--- src/design/sjcv_pkg.sv ---
// Package for the speed jitter CV monitor: beat types, config codes, constants.
// Used by the top level, front, queue, back and checker; no dependencies.
package sjcv_pkg;

    localparam int CFG_IDX_W  = 1;
    localparam int CFG_DATA_W = 32;

    localparam logic [CFG_IDX_W-1:0] CFG_MIN_COUNT = 1'd0;
    localparam logic [CFG_IDX_W-1:0] CFG_MIN_MEAN  = 1'd1;

    localparam logic [6:0]  MIN_COUNT_RST = 7'd20;
    localparam logic [31:0] MIN_MEAN_RST  = 32'd32768;

    // 1000 ms/s times 16 ticks per ms
    localparam logic [13:0] SPEED_SCALE = 14'd16000;

    typedef struct packed {
        logic signed [31:0] x_pos;
        logic signed [31:0] y_pos;
        logic [15:0]        frame_time;
    } t_sample;

    typedef struct packed {
        logic [23:0] cv_ratio;
        logic        cv_valid;
        logic [6:0]  sample_count;
    } t_result;

    // classified work item handed from front to back
    typedef struct packed {
        logic        take;
        logic [31:0] ax;
        logic [31:0] ay;
        logic [15:0] frame_time;
    } t_work;

    typedef struct packed {
        logic [6:0]  min_count;
        logic [31:0] min_mean;
    } t_cfg;

endpackage

--- src/design/sjcv_fifo.sv ---
// Two-entry queue of work items between front and back.
// Depends on sjcv_pkg.
module sjcv_fifo (
    input  logic            i_clk,
    input  logic            i_rst_n,
    input  logic            i_push,
    input  sjcv_pkg::t_work i_data,
    output logic            o_full,
    output logic            o_valid,
    input  logic            i_pop,
    output sjcv_pkg::t_work o_data
);

    sjcv_pkg::t_work r_mem [2];
    logic            r_wr;
    logic            r_rd;
    logic [1:0]      r_cnt;

    assign o_full  = (r_cnt == 2'd2);
    assign o_valid = (r_cnt != 2'd0);
    assign o_data  = r_mem[r_rd];

    always_ff @(posedge i_clk) begin
        if (i_push) begin
            r_mem[r_wr] <= i_data;
        end
    end

    always_ff @(posedge i_clk) begin
        if (!i_rst_n) begin
            r_wr  <= 1'b0;
            r_rd  <= 1'b0;
            r_cnt <= 2'd0;
        end else begin
            if (i_push) begin
                r_wr <= !r_wr;
            end
            if (i_pop) begin
                r_rd <= !r_rd;
            end
            if (i_push && !i_pop) begin
                r_cnt <= r_cnt + 2'd1;
            end else if (i_pop && !i_push) begin
                r_cnt <= r_cnt - 2'd1;
            end
        end
    end

endmodule

--- config.mk ---
export PLATFORM = sky130hd
export DESIGN_NAME = sjcv_fifo
export DESIGN_NICKNAME = d
export VERILOG_FILES = /design/src/design/sjcv_pkg.sv /design/src/design/sjcv_fifo.sv
export SDC_FILE = /design/constraint.sdc
export NUM_CORES = 1
export LEC_CHECK = 0
export BUFFER_PORTS_ARGS = -buffer_cell sky130_fd_sc_hd__buf_2
export CAP_MARGIN = 20
export CORE_UTILIZATION = 31
export CTS_CLUSTER_DIAMETER = 80
export DETAILED_ROUTE_END_ITERATION = 16
export GPL_ROUTABILITY_DRIVEN = 0
export MAX_ROUTING_LAYER = met4
export RECOVER_POWER = 25
export SETUP_SLACK_MARGIN = 0.05
export SLEW_MARGIN = 30
export SYNTH_ARGS = -nofsm -noshare
export SYNTH_HDL_FRONTEND = slang
export SYNTH_SLANG_ARGS = --single-unit
--- constraint.sdc ---
create_clock -name i_clk -period 11.5 [get_ports i_clk]
set_clock_uncertainty 0.2 [all_clocks]
set_input_delay 2.3 -clock i_clk [delete_from_list [all_inputs] [get_ports i_clk]]
set_output_delay 2.3 -clock i_clk [all_outputs]
set_load 0.005 [all_outputs]
==> results of run 1 <==
[routing by layer]
| metal | part of all wire | GRT usage |
|---|---|---|
| met5 | 0 | - |
| met2 | 0.49 | 0.190 |
| met1 | 0.44 | 0.139 |
| met4 | 0.010 | 0.0441 |
| met3 | 0.057 | 0.0394 |
[cell usage in the layout, fill, tap and decap left out, drive strengths merged]
master / netlist / final
and2: 4 / 4
mux2: 81 / 81
xnor2: 1 / 1
xor2: 2 / 2
or3: 1 / 1
inv: 1 / 1
clkinv: 0 / 5
bufinv: 0 / 2
or2: 1 / 1
edfxtp: 162 / 162
nor2b: 2 / 2
a21boi: 1 / 1
ha: 1 / 1
o21a: 1 / 1
buf: 9 / 155
clkinvlp: 0 / 3
clkbuf: 0 / 38
and2b: 1 / 1
o21ai: 1 / 1
dfxtp: 5 / 5
[area by class of cell]
cell class | instances | area [sq um] | area share
Clock buffer | 22 | 444 | 0.0574
Clock inverter | 10 | 105 | 0.0136
Inverter | 1 | 3.75 | 0.000485
Multi-Input combinational cell | 97 | 1040 | 0.134
Sequential cell | 167 | 4970 | 0.642
Tap cell | 260 | 325 | 0.0420
Timing Repair Buffer | 171 | 857 | 0.111
[critical path: cells and delay by family (launching register included)]
family	cells	cell delay [ns]
flops	1	0.77
buf+inv	2	0.43
mux	1	0.37
[power by group]
part           internal, W  switching, W  leakage [nW]
Clock             0.000317      0.000216         0.259
Combinational    0.0000637     0.0000529          1.00
Sequential        0.000703     0.0000140          1.56
Total              0.00108      0.000283          2.83
[per-stage QoR]
step / total power [W] / utilization / cell area, sq um
6_report: 0.00137 / 0.407 / 7740
3_5_place_dp: 0.000850 / 0.379 / 7220
4_1_cts: 0.00139 / 0.408 / 7760
3_3_place_gp: 0.000844 / 0.378 / 7200
2_1_floorplan: 0.000793 / - / 6100
5_1_grt: 0.00142 / 0.407 / 7740
[sequential cells by signal (all words and copies together), names as in the netlist, named ones only]
| register | flops |
|---|---|
| r_mem | 162 |
| r_rd | 1 |
| r_wr | 1 |
| r_cnt | 2 |
[kinds of logic (layout without fill, tap and decap cells)]
group | after synthesis | after routing | share of synthesized area
XOR/XNOR | 3 | 3 | 0.00431
AND/OR/NAND/NOR | 9 | 9 | 0.00965
adder cells (fa/ha/maj) | 1 | 1 | 0.00205
flip-flops | 167 | 167 | 0.814
multiplexers | 81 | 81 | 0.150
AO/OA/AOI/OAI | 3 | 3 | 0.00328
buffers and inverters | 10 | 204 | 0.0166
[path summary, 6_finish.rpt]
path / start / endpoint / slack, ns / depth (start not counted)
setup / recovery: flop / o_data[15] / 6.98 / 3
hold / removal: r_cnt[1] / r_cnt[1] / 0.31 / 2
setup reg to reg: r_wr / r_mem[1][35] / 9.35 / 2
hold reg to reg: r_cnt[1] / r_cnt[1] / 0.31 / 2
==> flow_metrics.tcl, run 1 <==
set metrics [dict create \
    clk_pin_slew_worst_paths_ns 0.06 \
    cts_tree "built" \
    final_cells 728 \
    cts_root_buf "clkbuf_16" \
    yosys-top-cells-area "edfxtp_1 (80%), mux2_2 (15%), dfxtp_1 (1.6%)" \
    synth_area_per_cell_sq_um 22.2 \
    dieArea_sq_um 20200 \
    worstSkewPairLatency_ns 0.41 \
    syn_area_sq_um 6100 \
    drt_iter0_markers 111 \
    syn_nets 360 \
    ir_drop_mv 0.101 \
    syn_to_final_growth_pct 27.0 \
    wire_per_inst_um 15.6 \
    drt_first_pass_iters 5 \
    grt_pass1_wl_um 17300 \
    ys_types 17 \
    cp_cell_sequence "buf_12, mux2_2, buf_2" \
    powerDensity_nw_per_um2 176 \
    place_inst 696 \
    num_vias 3106 \
    overflow 0 \
    setup_tns_ns 0 \
    period_share 0.393 \
    worstPathArrival_ns 2.02 \
    die_w_um 142 \
    cts_buffer_depth 2 \
    rows 50 \
    path_class "reg2out" \
    p_leak_nw 2.83 \
    yosysTopAreaCellShare 0.798 \
    start_util 0.321 \
    ys_warn_count 0 \
    grtUsageTotal 0.119 \
    syn_inst 274 \
    n_antenna_cell 0 \
    relSlewSlack 0.568 \
    antenna_found_initial 0 \
    drt-total-wl_um 11400 \
    core_area_sq_um 19000 \
    fin_ws_ns 6.98 \
    io_pins 168 \
    yosys.area.top_type "edfxtp_1" \
    final-setup-viol-count 0 \
    ys_top_cells_by_count "edfxtp_1 (162), mux2_2 (81), buf_6 (8)" \
    cts_resized 0 \
    grt_max_degree 45 \
    start_kind "flop" \
    pre_cts_ws_ns 7.27 \
    io_buffers 167 \
    yosysSeqAreaShare 0.814 \
    cts_sinks 167 \
    numCtsBuffers 17 \
    yosysMostFrequentCell "edfxtp_1" \
    antenna_left 0 \
    htreeDepth 4 \
    drv_slew 0 \
    worst_pin_slew_ns 0.648 \
    status "completed" \
    grt_pass1_vias 3369 \
    finalCriticalPeriod_ns 4.52 \
    hold_path_class "reg2reg" \
    hold_violations 0 \
    whs_ns 0.311 \
    rsz0062_at_grt "false" \
    cap_violations 0 \
    via_per_inst 4.27 \
    layout.nets 541 \
    synthFlopType "edfxtp_1" \
    hpwlAfterDp_um 7380 \
    route.detailed.drc 0 \
    n_fill_cell 1766 \
    slowest_stage "dfxtp_4" \
    ys_async_sr_fraction 0 \
    drive_gt1_frac 0.566 \
    fmax_mhz 221 \
    cts.hold.buffers_added 0 \
    synth_edf_count 162 \
    post-cts-setup-buffer-count 0 \
    crit_path_end_kind "output pin" \
    worstPathRequired_ns 9.00 \
    ys_ff_latch 167 \
    cp_max_fo 44 \
    critPathMaxStageDelay_ns 0.77 \
    chipHeight_um 142 \
]
(Power assumes the default switching activity.)
==> run 2: changes to the inputs <==
- clock period: 11.5 -> 4.7 ns (I/O delays scaled with it)
==> flow_metrics.tcl, run 2 (synthesized netlist as in run 1, its figures left out) <==
set metrics [dict create \
    worstPathRequired_ns 3.56 \
    relSlewSlack 0.456 \
    fmax_mhz 318 \
    cts_resized 0 \
    worstPathArrival_ns 2.00 \
    drv_slew 0 \
    drive_gt1_frac 0.585 \
    num_vias 3106 \
    grtUsageTotal 0.118 \
    drt-total-wl_um 11300 \
    finalCriticalPeriod_ns 3.14 \
    crit_cells 3 \
    worst_pin_slew_ns 0.816 \
    status "completed" \
    numCtsBuffers 17 \
    hold_violations 0 \
    cap_violations 0 \
    cts_tree "built" \
    rsz0062_at_grt "false" \
    cts.hold.buffers_added 0 \
    io_buffers 167 \
    top_regs "r_mem (162), r_cnt (2)" \
    cpLargestDelayFamily "flip-flops" \
    critPathBufInv 2 \
    n_fill_cell 1773 \
    final-setup-viol-count 0 \
    via_per_inst 4.27 \
    power_w 0.00345 \
    top_register "r_mem" \
    drt_iter0_markers 139 \
    io_pins 168 \
    grt_pass1_wl_um 17300 \
    cts_root_buf "clkbuf_16" \
    grt_max_degree 83 \
    hold_path_class "reg2reg" \
    slowest_stage "dfxtp_4" \
    multi_input_area_sq_um 1040 \
    cts_buffer_depth 2 \
    crit_path_end_kind "output pin" \
    route.detailed.drc 0 \
    chipHeight_um 142 \
    p_leak_nw 2.88 \
    start_kind "flop" \
    final_cell_mix "edfxtp_1 (162), buf_2 (153), mux2_2 (81)" \
    whs_path_depth 2 \
    clk_pin_slew_worst_paths_ns 0.06 \
    cp_max_fo 41 \
    cp_cell_sequence "buf_12, mux2_2, buf_2" \
    syn_to_final_growth_pct 28.3 \
    htreeDepth 4 \
    layout.nets 541 \
    largest_reg_flops 162 \
    post-cts-setup-buffer-count 0 \
    rows 50 \
    die_w_um 142 \
    hpwlAfterDp_um 7130 \
    antenna_found_initial 0 \
    register_area_sq_um 4970 \
    dieArea_sq_um 20200 \
    setup_tns_ns 0 \
    overflow 0 \
    path_class "reg2out" \
    antenna_left 0 \
    final_common_cell "edfxtp_1" \
    wire_per_inst_um 15.5 \
    reg2reg_depth 2 \
    worstSkewPairLatency_ns 0.41 \
    cts_sinks 167 \
    grt_pass1_vias 3312 \
    n_antenna_cell 0 \
    powerDensity_nw_per_um2 441 \
    start_util 0.321 \
    period_share 0.669 \
    whs_ns 0.343 \
    drt_first_pass_iters 4 \
    ir_drop_mv 0.230 \
    critPathMaxStageDelay_ns 0.72 \
    core_area_sq_um 19000 \
]
-- run 2: report_power, final --
group          switching [W]  total, W  internal [W]
Combinational       0.000134  0.000292      0.000158
Clock               0.000571   0.00141      0.000838
Sequential         0.0000318   0.00175       0.00172
-- run 2: layer usage --
metal / track usage / share of wire
met1: 0.134 / 0.43
met2: 0.192 / 0.49
met5: - / 0
met3: 0.0434 / 0.061
met4: 0.0402 / 0.013
-- run 2: path summary, 6_finish.rpt --
kind | from | end | slack [ns]
worst min-delay path | r_cnt[1] | r_cnt[1] | 0.34
worst max-delay path | flop | o_data[54] | 1.56
worst min register to register | r_cnt[1] | r_cnt[1] | 0.34
worst max register to register | r_wr | r_mem[1][60] | 2.99
-- run 2: stage by stage --
step	area, sq um	std cells	utilization	setup slack (ns)
5_1_grt	7820	728	0.411	1.42
6_report	7820	728	0.411	1.56
4_1_cts	7840	728	0.412	1.49
3_3_place_gp	7190	694	0.378	1.84
2_1_floorplan	6100	274	-	0.988
3_5_place_dp	7240	696	0.381	1.93
-- run 2: worst reg2reg max path, stage by stage, from the launching register on --
cell and delay (ns):
dfxtp_1 0.39, and2_4 0.47, buf_16 0.31
-- run 2: area by class of cell --
| cell class | count | area share |
|---|---|---|
| clock inverters | 15 | 0.0225 |
| clock buffers | 17 | 0.0544 |
| repair buffers | 171 | 0.113 |
| multi-input cells | 97 | 0.133 |
| flip-flops and latches | 167 | 0.635 |
| inverters | 1 | 0.000480 |
| well taps | 260 | 0.0416 |
