==> config.mk <==
export PLATFORM = sky130hd
export DESIGN_NAME = sjcv_front
export DESIGN_NICKNAME = d
export VERILOG_FILES = /design/src/design/sjcv_pkg.sv /design/src/design/sjcv_front.sv
export SDC_FILE = /design/constraint.sdc
export NUM_CORES = 1
export LEC_CHECK = 0
export BUFFER_PORTS_ARGS = -buffer_cell sky130_fd_sc_hd__buf_4
export CORE_MARGIN = 5
export CORE_UTILIZATION = 57
export DETAILED_ROUTE_END_ITERATION = 10
export PLACE_DENSITY = 0.83
export SLEW_MARGIN = 20
export SYNTH_ARGS = -nofsm -noshare
export SYNTH_HDL_FRONTEND = slang
export SYNTH_SLANG_ARGS = --single-unit
==> constraint.sdc <==
create_clock -name i_clk -period 7.57 [get_ports i_clk]
set_input_delay 1.514 -clock i_clk [delete_from_list [all_inputs] [get_ports i_clk]]
set_output_delay 1.514 -clock i_clk [all_outputs]
set_load 0.02 [all_outputs]
==> src/design/sjcv_pkg.sv <==
// Package for the speed jitter CV monitor: beat types, config codes, constants.
// Used by the top level, front, queue, back and checker; no dependencies.
package sjcv_pkg;

    localparam int CFG_IDX_W  = 1;
    localparam int CFG_DATA_W = 32;

    localparam logic [CFG_IDX_W-1:0] CFG_MIN_COUNT = 1'd0;
    localparam logic [CFG_IDX_W-1:0] CFG_MIN_MEAN  = 1'd1;

    localparam logic [6:0]  MIN_COUNT_RST = 7'd20;
    localparam logic [31:0] MIN_MEAN_RST  = 32'd32768;

    // 1000 ms/s times 16 ticks per ms
    localparam logic [13:0] SPEED_SCALE = 14'd16000;

    typedef struct packed {
        logic signed [31:0] x_pos;
        logic signed [31:0] y_pos;
        logic [15:0]        frame_time;
    } t_sample;

    typedef struct packed {
        logic [23:0] cv_ratio;
        logic        cv_valid;
        logic [6:0]  sample_count;
    } t_result;

    // classified work item handed from front to back
    typedef struct packed {
        logic        take;
        logic [31:0] ax;
        logic [31:0] ay;
        logic [15:0] frame_time;
    } t_work;

    typedef struct packed {
        logic [6:0]  min_count;
        logic [31:0] min_mean;
    } t_cfg;

endpackage

==> src/design/sjcv_front.sv <==
// Front end: accepts input beats, forms |dx|, |dy| and decides if a speed is taken.
// Depends on sjcv_pkg.
module sjcv_front (
    input  logic            i_clk,
    input  logic            i_rst_n,
    input  logic            i_in_valid,
    output logic            o_in_ready,
    input  sjcv_pkg::t_sample i_in,
    input  logic            i_q_full,
    output logic            o_q_push,
    output sjcv_pkg::t_work o_q_data
);

    logic signed [31:0] r_prev_x;
    logic signed [31:0] r_prev_y;
    logic               r_has_prev;
    logic [32:0]        dx;
    logic [32:0]        dy;
    logic [32:0]        ndx;
    logic [32:0]        ndy;

    assign o_in_ready = !i_q_full;
    assign o_q_push   = i_in_valid && !i_q_full;

    always_comb begin
        dx  = {i_in.x_pos[31], i_in.x_pos} - {r_prev_x[31], r_prev_x};
        dy  = {i_in.y_pos[31], i_in.y_pos} - {r_prev_y[31], r_prev_y};
        ndx = -dx;
        ndy = -dy;
        o_q_data.take       = r_has_prev && (i_in.frame_time != 16'd0);
        o_q_data.ax         = dx[32] ? ndx[31:0] : dx[31:0];
        o_q_data.ay         = dy[32] ? ndy[31:0] : dy[31:0];
        o_q_data.frame_time = i_in.frame_time;
    end

    always_ff @(posedge i_clk) begin
        if (!i_rst_n) begin
            r_prev_x   <= '0;
            r_prev_y   <= '0;
            r_has_prev <= 1'b0;
        end else if (o_q_push) begin
            r_prev_x   <= i_in.x_pos;
            r_prev_y   <= i_in.y_pos;
            r_has_prev <= 1'b1;
        end
    end

endmodule

==> run metrics, run 1 <==
status finished, final reports clean; Ant. Diodes 0; sequential element share of the synthesized area 0.162; Stages on worst setup path 16; Logic pwr share 0.553; P_sw about 0.73 mW; share of the synthesized area in the top cell type 0.162; Fmax 142 MHz; via count 8400; synth cell count leaders nand2_1 (204), inv_1 (92), a21oi_1 (81); Area growth syn-to-layout 18.4%; Slew @ Worst Pin 828 ps; synthesized area 8050 sq um; maximum vdd drop 0.000124 V; cells on worst reg2reg path 2; CTS Hold Bufs 0; 1st-iter DRT viols around 480; CP Class primary input to output port; Worst setup SP type primary input; routability cong. 0.944; Site Rows 43; CTS Buf Count 9; Final ANT Viol Nets 0; Power Internal 1.03 mW; Top FF cell, synth dfxtp_1; dpl hpwl 16.8 mm; Layout Nets 1415; CTS tree done; share of power burned in registers 0.208; initial antenna violation count 0; Via-to-Cell Ratio 5.80; ys async rst share 0; skew final 0 ps; chip height 129 um; CP delay by family, top simple AND/OR/NAND/NOR gates; Clock Path Buffers 2; max_cap viols 0; Post-synth EDFFs 0; post-CTS setup buffers 0; Tot GR Track Use 0.247; RSZ-0062 raised after global routing false; CTS Root Cell clkbuf_16; Wirelength per Cell approximately 15 um; Setup violations, final 0; Slowest-stage cell, CP or4_4; I/O Pins 167; number of distinct standard cells referenced by the synthesized netlist 79; Worst Setup End Kind output port; first-pass GRT wire length 34.6 mm; Synth area leaders dfxtp_1 (16%), ha_1 (10%), nand2_1 (9.5%); area leader, netlist dfxtp_1; I/O Buffers between 150 and 200; cts repair resizes 0; Total Wirelength ~21 mm; YS warnings 0; CORE AREA 13900 sq um; switch share 0.415; clock share of power 0.239; fin crit share 0.927; Remaining Overflow, GRT 0; Fin Setup TNS 0 ps; share of cells above drive strength 1 0.166; Max FO, Critical Path 5; drc violations 0; max_slew headroom 0.440; number of iterations in the first detailed-routing pass 6; Clock Latency Late Sink ~340 ps; Hold Slack 462 ps; hold path cells 2; WP data required between 6000 and 7000 ps; vias in the first global route approximately 7600; flops & latches, synth 65; Mean Syn Cell Area approximately 7.0 sq um; crit path cell chain buf_4 > inv_1 > ha_1 > inv_1 > fa_1 > a21oi_1 > o211ai_2 > a41oi_2 > xor2_1 > o21ai_2 > or3_4 > or4_4 > or4_4 > o41a_1 > xnor2_1 > buf_4; count leader, synth nand2_1; clk sinks 65; power density over cell area 184 nW/um^2; clock-pin slew on the worst setup and hold paths 50 ps; area of the die 16600 sq um; Final min period 7020 ps; buffer and inverter count on the worst path 4; leakage approximately 3.9 nW; Die W 129 um; largest net degree at the start of global routing 66; Critical Path Max Stage Delay 580 ps; Synth Net Count 1301; CTS H-tree lvls 3; Fin. Hold Viols 0; HP Class flip-flop to flip-flop; fin. max-slew vios 0; Starting Density 0.580; Arr. time, crit path 5510 ps; Syn Inst Count 1149
logic make-up after synthesis:
kind of cell,after synthesis,synth area share
xor+xnor,104,0.113
mux,3,0.00373
flops,65,0.162
fa+ha+maj,68,0.108
simple gates,393,0.225
buf+inv,159,0.0829
compound gates,357,0.306
sequential cells by signal, indices dropped and copies added (netlist names):
signal / count
r_has_prev: 1
r_prev_y: 32
r_prev_x: 32
through the flow:
step                 util  std cells  area (sq um)  worst slack, ps  total power [mW]
global placement    0.665       1432          9230              636              1.33
global route        0.686       1448          9530              322              1.86
CTS                 0.686       1448          9530              562              1.77
finish              0.686       1448          9530              550              1.76
detailed placement  0.665       1432          9230              565              1.34
floorplan               -       1149          8050              824              1.03
worst reg2reg max path: stages (launching register included):
cell and delay [ps]:
dfxtp_1 340, nand2_1 50, a21boi_0 220
per-layer routing:
layer,global-route usage,vias to the layer above,share of wire
li1,-,4273,-
met1,0.315,3864,0.45
met2,0.430,238,0.47
met3,0.0432,25,0.059
met4,0.0649,0,0.016
met5,0,-,0
cell type report:
cell class                 count  area (sq um)
multi-input combinational    925          6080
fill                        1251          4350
sequential                    65          1300
timing repair buffer         170          1280
inverter                      92           345
clock buffer                  11           243
tap                          180           225
clock inverter                 5          55.1
layout by cell type (no fill, tap or decap), drive strengths merged, types with 22 or more instances in the layout:
cell type	netlist	final
o21ai	54	54
dfxtp	65	65
nor3	22	22
a21boi	71	71
nand2	205	205
xor2	31	31
buf	22	170
inv	92	92
a21oi	85	85
a21o	26	26
ha	66	66
nor2	57	57
xnor2	73	73
worst paths after layout:
kind / start / to / slack (ps)
setup reg to reg: r_prev_y[21] / r_prev_y[21] / 6870
setup / recovery: i_in[48] / o_q_data[79] / 550
hold / removal: r_prev_x[22] / r_prev_x[22] / 460
hold reg to reg: r_prev_x[22] / r_prev_x[22] / 460
power by group through the flow:
stage | sequential [mW] | clock (mW) | combinational [mW]
floorplan | 0.371 | 0 | 0.659
global placement | 0.372 | 0 | 0.959
detailed placement | 0.373 | 0 | 0.969
CTS | 0.366 | 0.429 | 0.972
global route | 0.368 | 0.441 | 1.06
finish | 0.366 | 0.420 | 0.971
Power figures use the tool's default switching activity.
==> run 2, diff against run 1 <==
--- a/config.mk
+++ b/config.mk
@@ -7,9 +7,9 @@
 export LEC_CHECK = 0
 export BUFFER_PORTS_ARGS = -buffer_cell sky130_fd_sc_hd__buf_4
 export CORE_MARGIN = 5
-export CORE_UTILIZATION = 57
+export CORE_UTILIZATION = 55
 export DETAILED_ROUTE_END_ITERATION = 10
-export PLACE_DENSITY = 0.83
+export PLACE_DENSITY = 0.8
 export SLEW_MARGIN = 20
 export SYNTH_ARGS = -nofsm -noshare
 export SYNTH_HDL_FRONTEND = slang
==> run 2 against run 1 <==
Effect of this change:
- via count decreased by 0.94%
- non-clock buffer count unchanged
- global-route usage decreased by 0.84 points
- total power increased by 0.22%
- register-to-register slack about the same
- critical endpoint unchanged
- die area increased by 3.4%
- cell area increased by 0.12%
- sequential share of layout area about the same
==> run metrics, run 2 (synthesized netlist as in run 1, its figures left out) <==
post-route non-filler standard cell count 1452 (was 1448); fillers 1350 (was 1251); status finished, final reports clean (unchanged); Worst setup SP type primary input (unchanged); Area growth syn-to-layout 18.5% (was 18.4%); commonest non-fill, non-tap cells in the layout nand2_1 (203), buf_4 (170), inv_1 (91) (unchanged); initial antenna violation count 0 (unchanged); post-CTS setup buffers 0 (unchanged); Logic pwr share 0.550 (was 0.553); Clock Path Buffers 2 (unchanged); Reg2Reg Capture Point r_prev_y[18] (was r_prev_y[21]); CTS Hold Bufs 0 (unchanged); Final ANT Viol Nets 0 (unchanged); Setup violations, final 0 (unchanged); dpl cells 1436 (was 1432); I/O Buffers 166 (unchanged); HP Class flip-flop to flip-flop (unchanged); Clock Latency Late Sink 340 ps (about the same); clock share of power 0.242 (was 0.239); CP Class primary input to output port (unchanged); Fin. Hold Viols 0 (unchanged); cts repair resizes 0 (unchanged); Total Wirelength 21.1 mm (was 21.4 mm); Starting Density 0.558 (was 0.580); CORE AREA 14400 sq um (was 13900 sq um); Arr. time, crit path 5500 ps (was 5510 ps); leakage 3.85 nW (was 3.86 nW); Layout Nets 1415 (unchanged); Ant. Diodes 0 (unchanged); cells on worst reg2reg path 2 (unchanged); Hold Path Sink r_prev_y[15] (was r_prev_x[22]); RSZ-0062 raised after global routing false (unchanged); routability cong. 0.924 (was 0.944); CTS Root Cell clkbuf_16 (unchanged); Power Internal 1.02 mW (was 1.03 mW); Remaining Overflow, GRT 0 (unchanged); power density over cell area 185 nW/um^2 (was 184 nW/um^2); fin crit share 0.926 (was 0.927); CTS H-tree lvls 3 (unchanged); switch share 0.419 (was 0.415); share of cells above drive strength 1 0.166 (about the same); first-pass GRT wire length 34.1 mm (was 34.6 mm); Slew @ Worst Pin 848 ps (was 828 ps); drc violations 0 (unchanged); Max FO, Critical Path 5 (unchanged); 1st-iter DRT viols 458 (was 477); Fmax 143 MHz (was 142 MHz); WP data required 6060 ps (about the same); commonest non-fill, non-tap cell in the layout nand2_1 (unchanged); skew final 0 ps (unchanged); vias in the first global route 7491 (was 7639); Wirelength per Cell 14.5 um (was 14.8 um); Site Rows 44 (was 43); CTS tree done (unchanged); share of power burned in registers 0.208 (about the same); Tot GR Track Use 0.238 (was 0.247); dpl hpwl 16.9 mm (was 16.8 mm); clock-pin slew on the worst setup and hold paths 60 ps (was 50 ps); Final min period 7010 ps (was 7020 ps); Via-to-Cell Ratio 5.73 (was 5.80); Worst Setup End Kind output port (unchanged); Worst Hold Launch r_prev_y[15] (was r_prev_x[22]); number of iterations in the first detailed-routing pass 5 (was 6); max_cap viols 0 (unchanged); area of the die 17200 sq um (was 16600 sq um); largest net degree at the start of global routing 66 (unchanged); maximum vdd drop 0.000133 V (was 0.000124 V); R2R setup slack 6870 ps (about the same); Reg-to-Reg Start r_prev_y[18] (was r_prev_y[21]); Die W 131 um (was 129 um); max_slew headroom 0.426 (was 0.440); Fin Setup TNS 0 ps (unchanged); I/O Pins 167 (unchanged); CTS Buf Count 9 (unchanged); fin. max-slew vios 0 (unchanged); chip height 131 um (was 129 um); P_sw 0.739 mW (was 0.729 mW); via count 8321 (was 8400); hold path cells 2 (unchanged); clk sinks 65 (unchanged); Largest regs r_prev_x: 32 flops, r_prev_y: 32 flops, r_has_prev: 1 flops (unchanged)
## run 2: area by class of cell
cell class | instances | area, sq um | area share
clock buffer | 9 | 225 | 0.0236
sequential | 65 | 1300 | 0.136
multi-input combinational | 925 | 6080 | 0.638
inverter | 92 | 345 | 0.0362
timing repair buffer | 170 | 1280 | 0.134
tap | 184 | 230 | 0.0241
clock inverter | 7 | 78.8 | 0.00826
## run 2: power groups by stage
stage / logic [mW] / clock network [mW] / registers (mW)
after floorplan: 0.659 / 0 / 0.371
after global placement: 0.962 / 0 / 0.372
after detailed placement: 0.969 / 0 / 0.373
after CTS: 0.972 / 0.433 / 0.365
after global routing: 1.06 / 0.449 / 0.367
final: 0.969 / 0.426 / 0.365
## run 2: worst max-delay path by stage
stage	end	slack [ps]	from
CTS	o_q_data[79]	540	i_in[48]
detailed placement	o_q_data[79]	560	i_in[48]
finish	o_q_data[79]	560	i_in[48]
global route	o_q_data[78]	250	i_in[48]
global placement	o_q_data[79]	630	i_in[48]
floorplan	o_q_data[79]	820	i_in[48]
## run 2: worst max-delay path: stages
cell and delay [ps]:
buf_4 110, inv_1 50, ha_1 150, inv_1 60
fa_1 400, a21oi_1 270, o211ai_2 180, a41oi_2 220
xor2_1 250, o21ai_2 110, or3_4 430, or4_4 570
or4_4 460, o41a_1 390, xnor2_1 170, buf_4 160
## run 2: metrics by stage
| stage | util | power (mW) | worst slack, ps | instance area (sq um) | hold slack, ps |
|---|---|---|---|---|---|
| floorplan | - | 1.03 | 824 | 8050 | 441 |
| CTS | 0.661 | 1.77 | 544 | 9540 | 465 |
| global placement | 0.640 | 1.33 | 635 | 9240 | 449 |
| finish | 0.661 | 1.76 | 559 | 9540 | 460 |
| detailed placement | 0.640 | 1.34 | 555 | 9240 | 458 |
| global route | 0.661 | 1.87 | 254 | 9540 | 475 |
## run 2: routing by layer
metal  track usage  up-vias  part of all wire
li1              -     4266                 -
met1         0.303     3796              0.44
met2         0.420      231              0.47
met3        0.0419       28             0.067
met4        0.0532        0             0.018
met5             0        -                 0
==> run 3, diff against run 2 <==
--- a/config.mk
+++ b/config.mk
@@ -5,12 +5,13 @@
 export SDC_FILE = /design/constraint.sdc
 export NUM_CORES = 1
 export LEC_CHECK = 0
+export ABC_AREA = 1
 export BUFFER_PORTS_ARGS = -buffer_cell sky130_fd_sc_hd__buf_4
 export CORE_MARGIN = 5
 export CORE_UTILIZATION = 55
 export DETAILED_ROUTE_END_ITERATION = 10
-export PLACE_DENSITY = 0.8
-export SLEW_MARGIN = 20
+export PLACE_DENSITY = 0.79
+export SLEW_MARGIN = 15
 export SYNTH_ARGS = -nofsm -noshare
 export SYNTH_HDL_FRONTEND = slang
 export SYNTH_SLANG_ARGS = --single-unit
==> run 3 against run 2 <==
Effect of this change:
- area after synthesis grew 18%
- fmax grew 17%
- final cell count grew 47%
- register-to-register slack gained 20 ps
- cell area grew 16%
- setup slack gained 1000 ps
- combinational power grew 39%
- non-clock buffer count shrank 2
- clock power grew 7.5%
- critical path type unchanged
==> run metrics, run 3 <==
CTS H-tree lvls 3 (unchanged); largest net degree at the start of global routing 97 (was 66); vias in the first global route 9729 (was 7491); Synth Net Count 1923 (was 1301); RSZ-0062 raised after global routing false (unchanged); maximum vdd drop 0.000121 V (was 0.000133 V); routability cong. 0.938 (was 0.924); first-pass GRT wire length 45.0 mm (was 34.1 mm); Hold Path Sink r_prev_y[31] (was r_prev_y[15]); crit path cell chain buf_4 > inv_1 > ha_1 > inv_1 > fa_1 > nand3_1 > nand3_2 > nand3_1 > nand3_1 > nand2_1 > nand2_1 > a21oi_2 > nand2_1 > nand2_2 > inv_1 > a21oi_1 > xor2_1 > buf_4 (was buf_4 > inv_1 > ha_1 > inv_1 > fa_1 > a21oi_1 > o211ai_2 > a41oi_2 > xor2_1 > o21ai_2 > or3_4 > or4_4 > or4_4 > o41a_1 > xnor2_1 > buf_4); Global Route met2 Usage 0.473 (was 0.420); Starting Density 0.555 (was 0.558); power density over cell area 196 nW/um^2 (was 185 nW/um^2); Area growth syn-to-layout 17.2% (was 18.5%); Post-synth EDFFs 0 (unchanged); post-CTS setup buffers 0 (unchanged); Largest regs r_prev_x: 32 flops, r_prev_y: 32 flops, r_has_prev: 1 flops (unchanged); Top FF cell, synth dfxtp_1 (unchanged); initial antenna violation count 0 (unchanged); Arr. time, crit path 4480 ps (was 5500 ps); number of distinct standard cells referenced by the synthesized netlist 41 (was 79); Worst setup SP type primary input (unchanged); Worst Hold Launch r_prev_y[31] (was r_prev_y[15]); 1st-iter DRT viols 689 (was 458); commonest non-fill, non-tap cells in the layout nand2_1 (618), inv_1 (376), buf_4 (168) (was nand2_1 (203), buf_4 (170), inv_1 (91)); PnR Total Power 2.18 mW (was 1.76 mW); share of cells above drive strength 1 0.129 (was 0.166); final instance area 11100 sq um (was 9540 sq um); commonest non-fill, non-tap cell in the layout nand2_1 (unchanged); HP Class flip-flop to flip-flop (unchanged); CTS Root Cell clkbuf_16 (unchanged); gr busiest metal met2 (unchanged); synth cell count leaders nand2_1 (619), inv_1 (376), nor2_1 (141) (was nand2_1 (204), inv_1 (92), a21oi_1 (81)); hold path cells 2 (unchanged); max_cap viols 0 (unchanged); crit path from i_in[16] (was i_in[48]); ys async rst share 0 (unchanged); clk sinks 65 (unchanged); fin. max-slew vios 0 (unchanged); area of the die 19900 sq um (was 17200 sq um); WP data required 6060 ps (about the same); M1 GR Usage 0.352 (was 0.303); M3 GR Usage 0.0356 (was 0.0419); Fmax 167 MHz (was 143 MHz); Die W 141 um (was 131 um); Critical Path Max Stage Delay 440 ps (was 570 ps); Worst Setup End Kind output port (unchanged); Mean Syn Cell Area 5.34 sq um (was 7.00 sq um); leakage 6.48 nW (was 3.85 nW); I/O Pins 167 (unchanged); chip height 141 um (was 131 um); Via-to-Cell Ratio 4.95 (was 5.73); Tot GR Track Use 0.270 (was 0.238); dpl hpwl 22.8 mm (was 16.9 mm); area leader, netlist nand2_1 (was dfxtp_1); count leader, synth nand2_1 (unchanged); Synth area leaders nand2_1 (25%), inv_1 (15%), dfxtp_1 (14%) (was dfxtp_1 (16%), ha_1 (10%), nand2_1 (9.5%)); CTS Hold Bufs 0 (unchanged); CTS Buf Count 9 (unchanged); fillers 1697 (was 1350); CORE AREA 17100 sq um (was 14400 sq um); I/O Buffers 166 (unchanged); Reg2Reg Capture Point r_prev_x[0] (was r_prev_y[18]); Fin Setup TNS 0 ps (unchanged); Slew @ Worst Pin 808 ps (was 848 ps); Final min period 6000 ps (was 7010 ps); skew final 0 ps (unchanged); Hold Slack 456 ps (was 460 ps); Fin. Hold Viols 0 (unchanged); buffer and inverter count on the worst path 5 (was 4); Clock Path Buffers 2 (unchanged); fin crit share 0.792 (was 0.926); CP delay by family, top simple AND/OR/NAND/NOR gates (unchanged); cells on worst reg2reg path 2 (unchanged); Final ANT Viol Nets 0 (unchanged); Placed Area 10800 sq um (was 9240 sq um); R2R setup slack 6890 ps (was 6870 ps); CP Class primary input to output port (unchanged); YS warnings 0 (unchanged); synthesized area 9460 sq um (was 8050 sq um); Total Wirelength 27.2 mm (was 21.1 mm); Remaining Overflow, GRT 0 (unchanged); CTS tree done (unchanged); clock-pin slew on the worst setup and hold paths 60 ps (about the same); sequential element share of the synthesized area 0.138 (was 0.162); number of iterations in the first detailed-routing pass 5 (unchanged); status finished, final reports clean (unchanged); Syn Inst Count 1771 (was 1149); flops & latches, synth 65 (unchanged); drc violations 0 (unchanged); max_slew headroom 0.461 (was 0.426); Clock Latency Late Sink 340 ps (about the same); via count 10576 (was 8321); Site Rows 48 (was 44); Setup violations, final 0 (unchanged); Slowest-stage cell, CP nand2_2 (was or4_4); Ant. Diodes 0 (unchanged); cts repair resizes 0 (unchanged); Reg-to-Reg Start r_prev_x[0] (was r_prev_y[18]); Max FO, Critical Path 33 (was 5); Wirelength per Cell 12.7 um (was 14.5 um); share of the synthesized area in the top cell type 0.246 (was 0.162); Layout Nets 2059 (was 1415)
[run 3: final cells by class]
cell class,count,area (sq um),area share
Timing Repair Buffer,168,1260,0.114
Clock inverter,6,92.6,0.00835
Inverter,385,1450,0.130
Multi-Input combinational cell,1278,6480,0.584
Clock buffer,9,225,0.0203
Tap cell,225,282,0.0254
Sequential cell,65,1300,0.117
[run 3: routing by layer]
metal / routed length [um] / vias to the layer above
met1: 12400 / 4642
met5: 0 / -
met4: 449 / 0
met2: 13000 / 255
li1: - / 5649
met3: 1400 / 30
[run 3: worst min-delay path, stage by stage (launching register included)]
cell	delay, ps
dfxtp_1	300
inv_1	60
a21oi_1	50
[run 3: logic make-up (layout without fill, tap and decap cells)]
group	after synthesis	count (layout)	synth area share
buf+inv	428	568	0.178
compound gates	195	195	0.111
fa+ha+maj	68	68	0.0915
simple gates	964	964	0.429
xor+xnor	51	51	0.0524
flops	65	65	0.138
[run 3: worst max path at each step]
stage | endpoint | cells after the start
4_1_cts | o_q_data[25] | 18
6_report | o_q_data[25] | 18
3_3_place_gp | o_q_data[25] | 18
2_1_floorplan | o_q_data[68] | 19
3_5_place_dp | o_q_data[25] | 18
5_1_grt | o_q_data[23] | 18
[run 3: power breakdown]
| group | total, mW | leakage (nW) | internal (mW) | switching, mW |
|---|---|---|---|---|
| registers | 0.371 | 0.537 | 0.365 | 0.00564 |
| logic | 1.35 | 5.80 | 0.499 | 0.850 |
| clock network | 0.458 | 0.148 | 0.288 | 0.170 |
[run 3: metrics by stage]
step | util | setup WS (ps) | std cells
floorplan | - | 2220 | 1771
global placement | 0.631 | 1640 | 2121
detailed placement | 0.631 | 1590 | 2121
CTS | 0.650 | 1570 | 2136
global route | 0.650 | 1210 | 2136
finish | 0.650 | 1570 | 2136
